===== config.mk =====
export PLATFORM = sky130hd
export DESIGN_NAME = bkvs_cell
export DESIGN_NICKNAME = d
export VERILOG_FILES = /design/src/design/bkvs_pkg.sv /design/src/design/bkvs_cell.sv
export SDC_FILE = /design/constraint.sdc
export NUM_CORES = 1
export LEC_CHECK = 0
export BUFFER_PORTS_ARGS = -buffer_cell sky130_fd_sc_hd__buf_2
export CORE_ASPECT_RATIO = 0.5
export CORE_MARGIN = 1.5
export CORE_UTILIZATION = 26
export CTS_BUF_LIST = sky130_fd_sc_hd__clkbuf_4 sky130_fd_sc_hd__clkbuf_8 sky130_fd_sc_hd__clkbuf_16
export DETAILED_ROUTE_END_ITERATION = 6
export HOLD_SLACK_MARGIN = 0.03
export PLACE_DENSITY = 0.59
export SETUP_SLACK_MARGIN = 0.05
export SYNTH_ARGS = -nofsm -noshare
export SYNTH_HDL_FRONTEND = slang
export SYNTH_SLANG_ARGS = --single-unit

===== constraint.sdc =====
create_clock -name clock -period 5.9 [get_ports clock]
set_input_delay 0.295 -clock clock [delete_from_list [all_inputs] [get_ports clock]]
set_output_delay 0.295 -clock clock [all_outputs]
set_load 0.02 [all_outputs]

===== src/design/bkvs_pkg.sv =====
`default_nettype none
// ----------------------------------------------------------------------------
// bkvs_pkg
// Shared widths, codes and transaction types of the bottom-k vertex sampler.
// ----------------------------------------------------------------------------
package bkvs_pkg;

   localparam int CAPACITY          = 1024;
   localparam int VERTEX_WIDTH      = 64;
   localparam int HASH_WIDTH        = 64;
   localparam int SALT_WIDTH        = 31;
   localparam int SIZE_WIDTH        = 11;
   localparam int FIELD_COUNT_WIDTH = 11;
   localparam int COUNT_WIDTH       = $clog2(CAPACITY + 1);
   localparam int CMP_WIDTH         = (COUNT_WIDTH > SIZE_WIDTH) ? COUNT_WIDTH : SIZE_WIDTH;

   // OR tree over the cell row: two registered levels
   localparam int GROUP_SIZE = 32;
   localparam int NUM_GROUPS = (CAPACITY + GROUP_SIZE - 1) / GROUP_SIZE;

   // configuration port
   localparam int CSR_INDEX_WIDTH = 8;
   localparam int CSR_DATA_WIDTH  = 32;
   localparam logic [CSR_INDEX_WIDTH-1:0] CSR_HASH_SALT   = CSR_INDEX_WIDTH'(0);
   localparam logic [CSR_INDEX_WIDTH-1:0] CSR_SAMPLE_SIZE = CSR_INDEX_WIDTH'(1);
   localparam logic [SIZE_WIDTH-1:0]      SAMPLE_SIZE_RESET = SIZE_WIDTH'(1024);

   // commands
   localparam logic CMD_SAMPLE = 1'b0;
   localparam logic CMD_FILTER = 1'b1;

   // integer-mix hash shift amounts
   localparam int MIX_SHL_A = 21;
   localparam int MIX_SHR_A = 24;
   localparam int MIX_SHL_B = 3;
   localparam int MIX_SHL_C = 8;
   localparam int MIX_SHR_B = 14;
   localparam int MIX_SHL_D = 2;
   localparam int MIX_SHL_E = 4;
   localparam int MIX_SHR_C = 28;
   localparam int MIX_SHL_F = 31;

   typedef struct packed {
      logic                    command;
      logic [VERTEX_WIDTH-1:0] src_vertex;
      logic [VERTEX_WIDTH-1:0] dst_vertex;
   } req_payload_type;

   typedef struct packed {
      logic                         keep_edge;
      logic [FIELD_COUNT_WIDTH-1:0] sample_count;
   } rsp_payload_type;

   typedef struct packed {
      logic [HASH_WIDTH-1:0]   hash;
      logic [VERTEX_WIDTH-1:0] vertex;
   } cell_entry_type;

   typedef struct packed {
      logic [HASH_WIDTH-1:0]   hash;
      logic [VERTEX_WIDTH-1:0] vertex;
      logic [HASH_WIDTH-1:0]   guard;
   } probe_type;

   typedef struct packed {
      logic insert;
      logic grow;
   } cell_ctrl_type;

   typedef struct packed {
      logic hit_hash;
      logic hit_vertex;
      logic above;
      logic max_guard;
   } cell_flags_type;

endpackage
`default_nettype wire


===== src/design/bkvs_cell.sv =====
`default_nettype none
// ----------------------------------------------------------------------------
// bkvs_cell
// One slot of the sorted sample row: compares against the probe and shifts in.
// ----------------------------------------------------------------------------
module bkvs_cell
   import bkvs_pkg::*;
(
   input  wire logic           clock,
   input  wire logic           reset,
   input  wire probe_type      probe,
   input  wire cell_ctrl_type  ctrl,
   input  wire cell_entry_type left_entry,
   input  wire logic           left_valid,
   input  wire logic           left_above,
   input  wire logic           right_valid,
   output cell_entry_type      cell_entry,
   output logic                cell_valid,
   output logic                cell_above,
   output cell_flags_type      flags
);

   cell_entry_type entry_ff, entry_in;
   logic           valid_ff, valid_in;
   logic           above_ff, above_in;
   cell_flags_type flags_ff, flags_in;

   always_comb begin
      logic greater;
      greater  = entry_ff.hash > probe.hash;
      // an empty slot sorts above every hash
      above_in = !valid_ff || greater;
      flags_in.hit_hash   = valid_ff && (entry_ff.hash == probe.hash);
      flags_in.hit_vertex = valid_ff && (entry_ff.vertex == probe.vertex);
      flags_in.above      = valid_ff && greater;
      flags_in.max_guard  = valid_ff && !right_valid && (entry_ff.hash == probe.guard);

      entry_in = entry_ff;
      valid_in = valid_ff;
      if (ctrl.insert) begin
         if (above_ff) begin
            entry_in = left_above ? left_entry :
                       cell_entry_type'{hash: probe.hash, vertex: probe.vertex};
         end
         // on replace the valid bits stay as they are, so the old maximum leaves the sample
         if (ctrl.grow) begin
            valid_in = valid_ff | left_valid;
         end
      end
   end

   always_ff @(posedge clock) begin
      if (reset) begin
         valid_ff <= 1'b0;
      end else begin
         valid_ff <= valid_in;
      end
   end

   always_ff @(posedge clock) begin
      entry_ff <= entry_in;
      above_ff <= above_in;
      flags_ff <= flags_in;
   end

   assign cell_entry = entry_ff;
   assign cell_valid = valid_ff;
   assign cell_above = above_ff;
   assign flags      = flags_ff;

endmodule
`default_nettype wire


==> qor.txt <==
Nature of the critical path startpoint -> register
Data required time of the critical path -> 6270 ps
Starting DRT DRC Count -> 505
Post-route DRC -> 0
Number of antenna violations at the first check in global routing -> 4
Worst-path cell with the longest stage delay -> sky130_fd_sc_hd__nor4_1
HPWL after DPL -> 27520 um
Maximum clock frequency -> 0.4023 GHz
Mean post-synth cell area -> 10.66 sq um
Post-synthesis share of cell area spent on and, or, nand and nor gates -> 9.437%
Internal power -> 2.085 mW
Reported leakage power -> 5.455 nW
Wire length of the first global-routing pass -> 46780 um
Buffers inserted by post-CTS timing repair -> 0
Share of synthesized area spent on multiplexers -> 8.374%
Sequential share of power -> 39.9%
VDD IR max -> 0.0002015 V
Fraction of registers with async set/reset -> 0%
Main combinational cell family by area after synthesis -> compound AO/OA/AOI/OAI gates
Fraction of the mapped netlist area in compound gates -> 10.66%
Data arrival time of the worst path -> 2860 ps
Post-synth net total -> 1186
Post-layout utilization of the core -> 37.36%
Category of the most critical setup path -> register to register
IO Pins -> 461
Router iterations before antenna repair -> 7
Floorplan Core Area -> 31890 sq um
Port Buffer Count -> 460
FF+latch count, synth -> 134
# rows -> 46
Antenna viol nets, final -> 0
Effective utilization at floorplan -> 26.57%
Cell repeated most along the worst path -> sky130_fd_sc_hd__nor4_1
Die outline height -> 130.6 um
Logic gate share of total power -> 21.3%
Top fanout value on the critical path -> 3
Most used DFF post-synth -> sky130_fd_sc_hd__edfxtp_1
P_sw -> 923.9 uW
Total detailed-routing wirelength -> 33180 um
H-Tree Level Count -> 4
Layout Area Growth over Synthesis -> 40.63%
CTS tree -> done
Transition time of the tightest slew-check pin -> 835.7 ps
Area leader, netlist -> sky130_fd_sc_hd__edfxtp_1
Pwr Total -> 3.009 mW
Die Outline Area -> 33740 sq um
Routed wire length per instance -> 19.44 um
Run status -> completed
Buffers and inverters on the worst path -> 0
Adder and majority gate portion of the synthesized area -> 9.452%
Chain of cells forming the critical path -> ha_1, nand4_1, nor4_1, nand3_1, a311oi_1, nor4_1, nor3b_2
Register clock-pin slew on the reported worst setup and hold paths -> 70 ps
Clock root buffer -> sky130_fd_sc_hd__clkbuf_16
Number of flops mapped to enable cells by yosys -> 128
Worst min-delay path category -> primary input to register
Worst Skew -> 14.27 ps
Post-synthesis xor/xnor area fraction -> 9.925%
Max_slew headroom -> 44.29%
Final slew viol count -> 0
Element type at the critical path end -> register
Cts bufs inserted -> 17
Via count of the first global-routing pass -> 7665
Total clock sinks -> 134
Post-route standard cell area excluding fillers -> 11910 sq um
Largest cells by area after synthesis -> sky130_fd_sc_hd__edfxtp_1 45%, sky130_fd_sc_hd__ha_1 9.5%, sky130_fd_sc_hd__mux2_2 8.4%, sky130_fd_sc_hd__xnor2_1 7.1%, sky130_fd_sc_hd__o21ai_0 4.4%
Number of fill cells in the layout -> 3270
Setup violators final -> 0
Final period utilization -> 42.14%
Setup Total Neg Slack -> 0 ps
Insertion delay to the later sink of the worst-skew pair -> 440 ps
Total global-route track usage -> 18.91%
Total congestion overflow -> 0
RSZ-0062 raised after global routing -> no
Detailed-route vias per instance -> 4.551
GPL Wtd Cong -> 0.9275
Vias post-DR -> 7768
Placement Cell Area -> 11270 sq um
Switch share -> 30.71%
Synth warn -> 0
Number of cells produced by synthesis -> 795
Portion of synthesized cell area occupied by the leading cell type -> 45.37%
Netlist area before placement -> 8472 sq um
Library cells used by synthesis -> 44
Power Density -> 252.6 nW/um^2
Fraction of final layout cells sized beyond drive strength 1 -> 44.37%
Clock network fraction of design power -> 38.8%
Fraction of the yosys area taken by sequential cells -> 46.79%
Buffer depth of the longest clock path -> 2
Maximum number of pins on one net before global-route repair -> 82
Count of final hold-check violations -> 0
Gate family responsible for the most delay along the worst path -> simple AND/OR/NAND/NOR gates
CP peak stage delay -> 570 ps
Die Span X -> 258.3 um
Max Cap Viol -> 0
Final layout net count -> 1649
Minimum period implied by the final worst setup slack -> 2486 ps
==> cell usage in the layout, fill, tap and decap left out, types with 4 or more instances in the layout <==
cell type                     n
sky130_fd_sc_hd__buf_2      459
sky130_fd_sc_hd__edfxtp_1   128
sky130_fd_sc_hd__inv_1       96
sky130_fd_sc_hd__nand2_1     83
sky130_fd_sc_hd__o21ai_0     75
sky130_fd_sc_hd__xnor2_1     69
sky130_fd_sc_hd__ha_1        64
sky130_fd_sc_hd__mux2_2      63
sky130_fd_sc_hd__nand4_1     32
sky130_fd_sc_hd__a21oi_1     31
sky130_fd_sc_hd__xor2_1      27
sky130_fd_sc_hd__clkbuf_16   17
sky130_fd_sc_hd__nor4_1      15
sky130_fd_sc_hd__a221oi_1    10
sky130_fd_sc_hd__nand3_1      9
sky130_fd_sc_hd__o22ai_1      8
sky130_fd_sc_hd__o2bb2ai_1    7
sky130_fd_sc_hd__nor3_1       7
sky130_fd_sc_hd__nor2_1       7
sky130_fd_sc_hd__dfxtp_1      6
sky130_fd_sc_hd__diode_2      4
sky130_fd_sc_hd__clkinv_4     4
sky130_fd_sc_hd__inv_6        4
sky130_fd_sc_hd__buf_4        4
==> layout make-up <==
class / instances / area (sq um) / share of cell area (%)
Antenna cell: 4 / 10.01 / 0.08402
Clock buffer: 17 / 425.4 / 3.571
Clock inverter: 15 / 193.9 / 1.628
Inverter: 100 / 375.4 / 3.151
Multi-Input combinational cell: 540 / 4056 / 34.05
Sequential cell: 134 / 3964 / 33.27
Tap cell: 432 / 540.5 / 4.537
Timing Repair Buffer: 465 / 2349 / 19.71
==> cell families (layout without fill, tap and decap cells) <==
group,Yosys count,in the layout
buf+inv,121,597
fa+ha+maj,64,64
flops,134,134
mux,63,63
other cells,0,4
simple gates,164,164
compound gates,153,153
xor+xnor,96,96
==> Yosys cell counts (8+ instances only) <==
cell type and instances:
sky130_fd_sc_hd__clkbuf_1 19, sky130_fd_sc_hd__a21oi_1 31, sky130_fd_sc_hd__o21ai_0 75, sky130_fd_sc_hd__mux2_2 63, sky130_fd_sc_hd__nand4_1 32, sky130_fd_sc_hd__xnor2_1 69
sky130_fd_sc_hd__a221oi_1 10, sky130_fd_sc_hd__nand3_1 9, sky130_fd_sc_hd__edfxtp_1 128, sky130_fd_sc_hd__inv_1 96, sky130_fd_sc_hd__nand2_1 83, sky130_fd_sc_hd__xor2_1 27
sky130_fd_sc_hd__ha_1 64, sky130_fd_sc_hd__nor4_1 15, sky130_fd_sc_hd__o22ai_1 8
==> metrics by stage <==
stage / std cells / setup WS (ps) / hold slack, ps
after floorplan: 795 / 1980 / 367.4
final: 1707 / 3414 / 100.2
after CTS: 1703 / 3346 / 69.58
after global placement: 1670 / 3353 / 456.3
after global routing: 1707 / 3172 / 111.7
after detailed placement: 1670 / 3351 / 458.8
==> what timing repair did <==
item / 4_1_cts / 5_1_grt
gates resized for setup: 0 / 0
hold buffers: 1 / 0
hold endpoints to repair: 1 / 0
==> tightest hold or removal path, delay by kind of cell <==
kind | cells | cell delay (ps)
AOI/OAI and AO/OA | 1 | 70
and+or+nand+nor | 1 | 80
buffers and inverters | 1 | 70
==> registers in the layout (all words and copies together) (netlist names) <==
signal	count
cell_entry	128
flags	4
cell_above	1
cell_valid	1
==> worst paths after layout <==
kind / startpoint / endpoint / slack [ps] / depth (start not counted)
worst max-delay path: cell_entry[91] / flags[1] / 3410 / 7
worst min-delay path: left_valid / cell_valid / 100 / 3
worst max register to register: cell_entry[91] / flags[1] / 3410 / 7
worst min register to register: cell_valid / cell_above / 620 / 1
==> layer usage <==
metal / GRT usage [%] / vias up / part of all wire (%)
met5: 0 / - / 0
met4: 4.816 / 0 / 1.7
met3: 3.800 / 36 / 4.7
met2: 33.27 / 220 / 51
met1: 23.95 / 3698 / 42
li1: - / 3814 / -
==> power groups by stage <==
stage / sequential (mW) / clock (mW) / combinational [mW]
global route: 1.21 / 1.23 / 0.706
global placement: 1.22 / 0 / 0.643
floorplan: 1.29 / 0 / 0.268
finish: 1.20 / 1.17 / 0.641
detailed placement: 1.22 / 0 / 0.644
CTS: 1.20 / 1.19 / 0.648
No activity file was read; power rests on OpenSTA's default activity.
