<file path="config.mk">
export PLATFORM = sky130hd
export DESIGN_NAME = bkvs_hash
export DESIGN_NICKNAME = d
export VERILOG_FILES = /design/src/design/bkvs_pkg.sv /design/src/design/bkvs_hash.sv
export SDC_FILE = /design/constraint.sdc
export NUM_CORES = 1
export LEC_CHECK = 0
export ABC_AREA = 1
export BUFFER_PORTS_ARGS = -buffer_cell sky130_fd_sc_hd__buf_2
export CAP_MARGIN = 25
export CORE_AREA = 5 5 218 220
export CTS_CLUSTER_DIAMETER = 40
export DETAILED_ROUTE_END_ITERATION = 10
export DIE_AREA = 0 0 223 225
export MAX_ROUTING_LAYER = met4
export PLACE_DENSITY = 0.73
export SKIP_CTS_REPAIR_TIMING = 1
export SLEW_MARGIN = 15
export SYNTH_ARGS = -nofsm -noshare
export SYNTH_HDL_FRONTEND = slang
export SYNTH_SLANG_ARGS = --single-unit
</file>
<file path="constraint.sdc">
create_clock -name clock -period 4.3 [get_ports clock]
set_clock_uncertainty 0.1 [all_clocks]
set_input_delay 0.86 -clock clock [delete_from_list [all_inputs] [get_ports clock]]
set_output_delay 0.86 -clock clock [all_outputs]
set_load 0.01 [all_outputs]
</file>
<file path="src/design/bkvs_pkg.sv">
`default_nettype none
// ----------------------------------------------------------------------------
// bkvs_pkg
// Shared widths, codes and transaction types of the bottom-k vertex sampler.
// ----------------------------------------------------------------------------
package bkvs_pkg;

   localparam int CAPACITY          = 1024;
   localparam int VERTEX_WIDTH      = 64;
   localparam int HASH_WIDTH        = 64;
   localparam int SALT_WIDTH        = 31;
   localparam int SIZE_WIDTH        = 11;
   localparam int FIELD_COUNT_WIDTH = 11;
   localparam int COUNT_WIDTH       = $clog2(CAPACITY + 1);
   localparam int CMP_WIDTH         = (COUNT_WIDTH > SIZE_WIDTH) ? COUNT_WIDTH : SIZE_WIDTH;

   // OR tree over the cell row: two registered levels
   localparam int GROUP_SIZE = 32;
   localparam int NUM_GROUPS = (CAPACITY + GROUP_SIZE - 1) / GROUP_SIZE;

   // configuration port
   localparam int CSR_INDEX_WIDTH = 8;
   localparam int CSR_DATA_WIDTH  = 32;
   localparam logic [CSR_INDEX_WIDTH-1:0] CSR_HASH_SALT   = CSR_INDEX_WIDTH'(0);
   localparam logic [CSR_INDEX_WIDTH-1:0] CSR_SAMPLE_SIZE = CSR_INDEX_WIDTH'(1);
   localparam logic [SIZE_WIDTH-1:0]      SAMPLE_SIZE_RESET = SIZE_WIDTH'(1024);

   // commands
   localparam logic CMD_SAMPLE = 1'b0;
   localparam logic CMD_FILTER = 1'b1;

   // integer-mix hash shift amounts
   localparam int MIX_SHL_A = 21;
   localparam int MIX_SHR_A = 24;
   localparam int MIX_SHL_B = 3;
   localparam int MIX_SHL_C = 8;
   localparam int MIX_SHR_B = 14;
   localparam int MIX_SHL_D = 2;
   localparam int MIX_SHL_E = 4;
   localparam int MIX_SHR_C = 28;
   localparam int MIX_SHL_F = 31;

   typedef struct packed {
      logic                    command;
      logic [VERTEX_WIDTH-1:0] src_vertex;
      logic [VERTEX_WIDTH-1:0] dst_vertex;
   } req_payload_type;

   typedef struct packed {
      logic                         keep_edge;
      logic [FIELD_COUNT_WIDTH-1:0] sample_count;
   } rsp_payload_type;

   typedef struct packed {
      logic [HASH_WIDTH-1:0]   hash;
      logic [VERTEX_WIDTH-1:0] vertex;
   } cell_entry_type;

   typedef struct packed {
      logic [HASH_WIDTH-1:0]   hash;
      logic [VERTEX_WIDTH-1:0] vertex;
      logic [HASH_WIDTH-1:0]   guard;
   } probe_type;

   typedef struct packed {
      logic insert;
      logic grow;
   } cell_ctrl_type;

   typedef struct packed {
      logic hit_hash;
      logic hit_vertex;
      logic above;
      logic max_guard;
   } cell_flags_type;

endpackage
`default_nettype wire

</file>
<file path="src/design/bkvs_hash.sv">
`default_nettype none
// ----------------------------------------------------------------------------
// bkvs_hash
// Three-stage pipeline of the salted 64-bit integer-mix vertex hash.
// ----------------------------------------------------------------------------
module bkvs_hash
   import bkvs_pkg::*;
(
   input  wire logic                    clock,
   input  wire logic [VERTEX_WIDTH-1:0] vertex,
   input  wire logic [SALT_WIDTH-1:0]   salt,
   output logic      [HASH_WIDTH-1:0]   hash
);

   logic [HASH_WIDTH-1:0] stage1_ff, stage1_in;
   logic [HASH_WIDTH-1:0] stage2_ff, stage2_in;
   logic [HASH_WIDTH-1:0] stage3_ff, stage3_in;

   always_comb begin
      logic [HASH_WIDTH-1:0] a1, a3, a5, a6;
      a1 = (~vertex) + (vertex << MIX_SHL_A) + HASH_WIDTH'(salt);
      stage1_in = a1 ^ (a1 >> MIX_SHR_A);
      a3 = stage1_ff + (stage1_ff << MIX_SHL_B) + (stage1_ff << MIX_SHL_C);
      stage2_in = a3 ^ (a3 >> MIX_SHR_B);
      a5 = stage2_ff + (stage2_ff << MIX_SHL_D) + (stage2_ff << MIX_SHL_E);
      a6 = a5 ^ (a5 >> MIX_SHR_C);
      stage3_in = a6 + (a6 << MIX_SHL_F);
   end

   always_ff @(posedge clock) begin
      stage1_ff <= stage1_in;
      stage2_ff <= stage2_in;
      stage3_ff <= stage3_in;
   end

   assign hash = stage3_ff;

endmodule
`default_nettype wire

</file>
==> impl_metrics.tcl, run 1 <==
set metrics [dict create \
    status "complete, but fails checks" \
    failed_checks "setup timing" \
    cts-root-buf "clkbuf_16" \
    slowest_delay_ns 0.64 \
    end_kind "flop" \
    drc_errors 0 \
    synth-seq-cells 192 \
    crit_slowest_cell "fa_1" \
    cp_data_arrival_time_ns 4.96 \
    fin_ws_ns -0.352 \
    postLayoutCellArea_sq_um 32800 \
    grt_pass1_vias 26000 \
    cts_max_level 4 \
    yosys_warnings 0 \
    clockBufferDepth 2 \
    postRouteAntennaNets 0 \
    io_pins 160 \
    cp_max_fo 4 \
    period_needed_ns 4.65 \
    yosysUniqueCellTypes 53 \
    final_hold_viol_count 0 \
    yosys.area.top_type "dfxtp_1" \
    fp.dieH_microns 225 \
    place_congestion 1.03 \
    maxSlewHeadroom 0.517 \
    placed_area_sq_um 29700 \
    setup_viol 22 \
    port_buffers 159 \
    synth_top_area_share 0.157 \
    slew_violations 0 \
    dr.pass1.iters 6 \
    clk_pin_slew_worst_paths_ns 0.09 \
    max_cap_violations 0 \
    numCtsBuffers 17 \
    grt_pass1_wl_microns 145000 \
    cts_tree "done" \
    hp-class "reg -> reg" \
    r2r_slack_ns -0.35 \
    utilization 0.726 \
    nets 4824 \
    wire_per_inst_microns 20.7 \
    whs_endpoint "stage2_ff[2]" \
    syn_avg_cell_area_sq_um 6.74 \
    hold_ws_ns 0.534 \
    coreArea_sq_um 45100 \
    synth_top_cells_by_count "nand2_1, inv_1, nor2_1" \
    synth.area.top_cells "dfxtp_1, ha_1, nand2_1" \
    place_inst 4874 \
    n_antenna_cell 0 \
    vias 27700 \
    clk_latency_ns 0.51 \
    synth_edf_count 0 \
    overflow 0 \
    worstReg2RegEnd "hash[51]" \
    die_x_microns 223 \
    period_share 1.08 \
    drt_iter0_drc 2525 \
    antenna_found_initial 1 \
    rsz0062_at_grt "true" \
    syn_area_sq_um 24500 \
    grt_usage 0.387 \
    tightestPinTransition_ns 0.723 \
    syn-instance-count 3636 \
    cpMostUsedCell "nand2_2" \
    drive_gt1_frac 0.286 \
    synth.net_count 4133 \
    fin_cells 4939 \
    initial_core_util 0.544 \
    seq_area_frac_synth 0.157 \
    dieArea_sq_um 50200 \
    cp-startpoint "stage2_ff[21]" \
    synthFlopType "dfxtp_1" \
    area_growth_pct 33.6 \
    clock-sinks 192 \
    synthArstFlopShare 0 \
    grt_max_degree 21 \
    timing.rr.start "stage2_ff[21]" \
    dp_hpwl_microns 85500 \
    max_freq_mhz 215 \
    reg2reg_depth 28 \
    worstHoldStart "stage1_ff[2]" \
    whs_path_depth 1 \
    fill_cells 3704 \
    criticalPathCategory "reg -> reg" \
    via_per_inst 5.60 \
    yosysMostFrequentCell "nand2_1" \
    num_rows 78 \
    required_ns 4.61 \
    start_kind "flop" \
    routed_wl_microns 102000 \
]
## stage by stage
stage	worst slack, ns	setup TNS [ns]
floorplan	0.0311	0
global placement	-0.412	-5.78
detailed placement	-0.507	-7.72
CTS	-0.562	-8.41
global route	-0.529	-8.54
finish	-0.352	-4.60
## logic make-up after synthesis
| kind of cell | Yosys count | share of synthesized area |
|---|---|---|
| AO/OA/AOI/OAI | 571 | 0.135 |
| XOR/XNOR | 227 | 0.0871 |
| adder cells (fa/ha/maj) | 401 | 0.244 |
| buffers and inverters | 565 | 0.0865 |
| flip-flops | 192 | 0.157 |
| AND/OR/NAND/NOR | 1680 | 0.291 |
## routing by layer
layer | vias up | track usage | part of all wire
met1 | 12900 | 0.475 | 0.39
li1 | 13100 | - | -
met3 | 345 | 0.0600 | 0.085
met4 | 0 | 0.178 | 0.065
met2 | 1326 | 0.629 | 0.46
met5 | - | - | 0
## how the worst max path moves through the flow
stage | endpoint | slack [ns] | cells after the start
after floorplan | hash[55] | 0.03 | 30
after global placement | hash[62] | -0.41 | 25
after detailed placement | hash[62] | -0.51 | 25
after CTS | hash[54] | -0.56 | 28
after global routing | hash[62] | -0.53 | 27
final | hash[51] | -0.35 | 28
## flip-flops by register name, indices dropped and copies added, names as in the netlist
signal,flops
hash,64
stage1_ff,64
stage2_ff,64
## worst max-delay path, delay by kind of cell, from the launching register on
kind                       cells  cell delay (ns)
AOI/OAI and AO/OA              5             0.99
xor gates and xnor gates       1             0.14
adders and majority gates      3             1.16
buffers and inverters          2             0.28
DFF                            1             0.38
and+or+nand+nor               17             1.52
## area by class of cell
type	instances	area (sq um)	area share
multi-input combinational	2879	20600	0.630
timing repair buffer	672	4740	0.145
sequential	192	3940	0.120
inverter	565	2120	0.0647
tap	600	751	0.0229
clock buffer	17	425	0.0130
clock inverter	14	161	0.00493
## cells in the final DEF, fill, tap and decap left out, types with 30 or more instances in the layout
cell type and n:
nand2_1 803, inv_1 544, buf_4 494, nor2_1 365
ha_1 212, a21oi_1 209, nand3_1 190, buf_2 159
dfxtp_1 133, xor2_1 123, fa_1 121, o21ai_0 112
nand2_2 104, xnor2_1 66, a21oi_2 61, ha_4 59
nor2_2 58, dfxtp_2 50, a21o_1 31, nand3_2 30
Power of run 1 is not shown: default switching activity piles up to over one toggle a cycle in this logic, so the estimate is an artifact.
==> run 2: changes to the inputs <==
Settings changed: ABC_AREA 1 to default, CORE_AREA 5 5 218 220 to 5 5 203 205, DIE_AREA 0 0 223 225 to 0 0 208 210, PLACE_DENSITY 0.73 to 0.74.
==> run 2 against run 1 <==
Against the previous run: the run still ends with setup timing left; first-iteration DRC count decreased by 40%; non-clock buffer count up 61; hold slack worse by 0.025 ns; critical path depth is 6 lower; critical endpoint is now hash[63]; largest cell class unchanged.
==> impl_metrics.tcl, run 2 <==
set metrics [dict create \
    drive_gt1_frac 0.307 \
    hp-class "reg -> reg" \
    cp-startpoint "stage2_ff[4]" \
    clk_pin_slew_worst_paths_ns 0.07 \
    syn_area_sq_um 21200 \
    period_needed_ns 5.72 \
    grt_use_met2 0.543 \
    yosys.area.top_type "dfxtp_1" \
    setup_viol 31 \
    fill_cells 3051 \
    clock-sinks 192 \
    syn-instance-count 2401 \
    dieArea_sq_um 43700 \
    n_antenna_cell 0 \
    seq_area_frac_synth 0.181 \
    die_x_microns 208 \
    use_met1 0.327 \
    r2r_slack_ns -1.42 \
    synth.area.top_cells "dfxtp_1, ha_1, fa_1" \
    synthArstFlopShare 0 \
    slowest_delay_ns 0.50 \
    critical_path.top_delay_family "compound AO/OA/AOI/OAI gates" \
    dp_hpwl_microns 57100 \
    cts_tree "done" \
    place_congestion 1.03 \
    grt_pass1_wl_microns 105000 \
    rsz0062_at_grt "true" \
    cts_max_level 4 \
    status "complete, but fails checks" \
    place_inst 3557 \
    synth_top_area_share 0.181 \
    max_cap_violations 0 \
    crit_slowest_cell "fa_2" \
    end_kind "flop" \
    maxSlewHeadroom 0.567 \
    coreArea_sq_um 39300 \
    via_per_inst 5.67 \
    grt_max_degree 19 \
    failed_checks "setup timing" \
    clk_latency_ns 0.47 \
    area_growth_pct 32.1 \
    crit_end "hash[63]" \
    vias 20500 \
    synth-seq-cells 192 \
    final_hold_viol_count 0 \
    antenna_found_initial 0 \
    grt_pass1_vias 21100 \
    synth_edf_count 0 \
    top_usage_layer "met2" \
    reg2reg_depth 22 \
    drt_iter0_drc 1525 \
    numCtsBuffers 17 \
    drc_errors 0 \
    yosysUniqueCellTypes 86 \
    dr.pass1.iters 5 \
    timing.rr.start "stage2_ff[4]" \
    synthFlopType "dfxtp_1" \
    grt_use_met3 0.0356 \
    cp_max_fo 4 \
    required_ns 4.55 \
    overflow 0 \
    criticalPathCategory "reg -> reg" \
    fin_ws_ns -1.42 \
    nets 3567 \
    hold_ws_ns 0.509 \
    grt_usage 0.305 \
    postRouteAntennaNets 0 \
    slew_violations 0 \
    period_share 1.33 \
    cts-root-buf "clkbuf_16" \
    yosysMostFrequentCell "ha_1" \
    synth_top_cells_by_count "ha_1, a21oi_1, dfxtp_1" \
    final_common_cell "buf_4" \
    worstReg2RegEnd "hash[63]" \
    tightestPinTransition_ns 0.645 \
    port_buffers 159 \
    clockBufferDepth 2 \
    fp.dieH_microns 210 \
    wire_per_inst_microns 18.9 \
    routed_wl_microns 68300 \
    crit_buf_inv 1 \
    fin_cells 3608 \
    layout_common_cells "buf_4, ha_1, a21oi_1" \
    io_pins 160 \
    start_kind "flop" \
    num_rows 73 \
    worst-path-stages 22 \
    cp_data_arrival_time_ns 5.97 \
    syn_avg_cell_area_sq_um 8.84 \
    yosys_warnings 0 \
    initial_core_util 0.540 \
    max_freq_mhz 175 \
    synth.net_count 2898 \
    crit_chain "fa_2 -> fa_2 -> a21oi_2 -> nand4b_1 -> nand4_1 -> a31oi_4 -> o21ai_4 -> a2111oi_4 -> nor2_1 -> xor2_2 -> buf_4 -> xnor2_2 -> ha_2 -> o21a_1 -> nor2_1 -> or3_1 -> o311a_4 -> o31ai_4 -> a31oi_1 -> o21ai_1 -> xnor2_1 -> xnor3_1" \
]
## run 2: final cells by class
class,instances,area [sq um],share of cell area
repair buffers,733,5150,0.184
multi-input cells,1985,17200,0.615
inverters,141,529,0.0189
clock inverters,13,145,0.00518
well taps,525,657,0.0234
clock buffers,19,433,0.0155
flip-flops and latches,192,3880,0.139
## run 2: how the worst min path moves through the flow
stage / from / to / slack (ns) / cells past startpoint
5_1_grt: stage1_ff[2] / stage2_ff[2] / 0.54 / 1
4_1_cts: stage1_ff[1] / stage2_ff[1] / 0.51 / 1
2_1_floorplan: stage1_ff[2] / stage2_ff[2] / 0.39 / 1
6_report: stage1_ff[0] / stage2_ff[0] / 0.51 / 1
3_3_place_gp: stage1_ff[0] / stage2_ff[0] / 0.49 / 1
3_5_place_dp: stage1_ff[1] / stage2_ff[1] / 0.50 / 1
## run 2: through the flow
step / util / instance area, sq um / setup slack (ns) / setup TNS (ns)
after global placement: 0.679 / 26700 / -1.41 / -30.08
after detailed placement: 0.679 / 26700 / -1.62 / -36.99
after CTS: 0.694 / 27300 / -1.64 / -35.03
after floorplan: - / 21400 / -0.903 / -12.95
final: 0.713 / 28000 / -1.42 / -30.13
after global routing: 0.713 / 28000 / -1.62 / -35.05
## run 2: per-layer routing
metal	vias up	share of wire
met5	-	0
met1	9601	0.38
met3	255	0.043
met4	0	0.067
li1	9891	-
met2	723	0.51
## run 2: logic make-up (layout without fill, tap and decap cells)
family,Yosys count,count (layout),synth area share
AOI/OAI and AO/OA,711,711,0.225
DFF,192,192,0.181
muxes,1,1,0.000472
and+or+nand+nor,532,532,0.125
xor gates and xnor gates,340,340,0.146
adders and majority gates,401,401,0.282
buffers and inverters,224,906,0.0405
Power of run 2 is left out for the same reason.
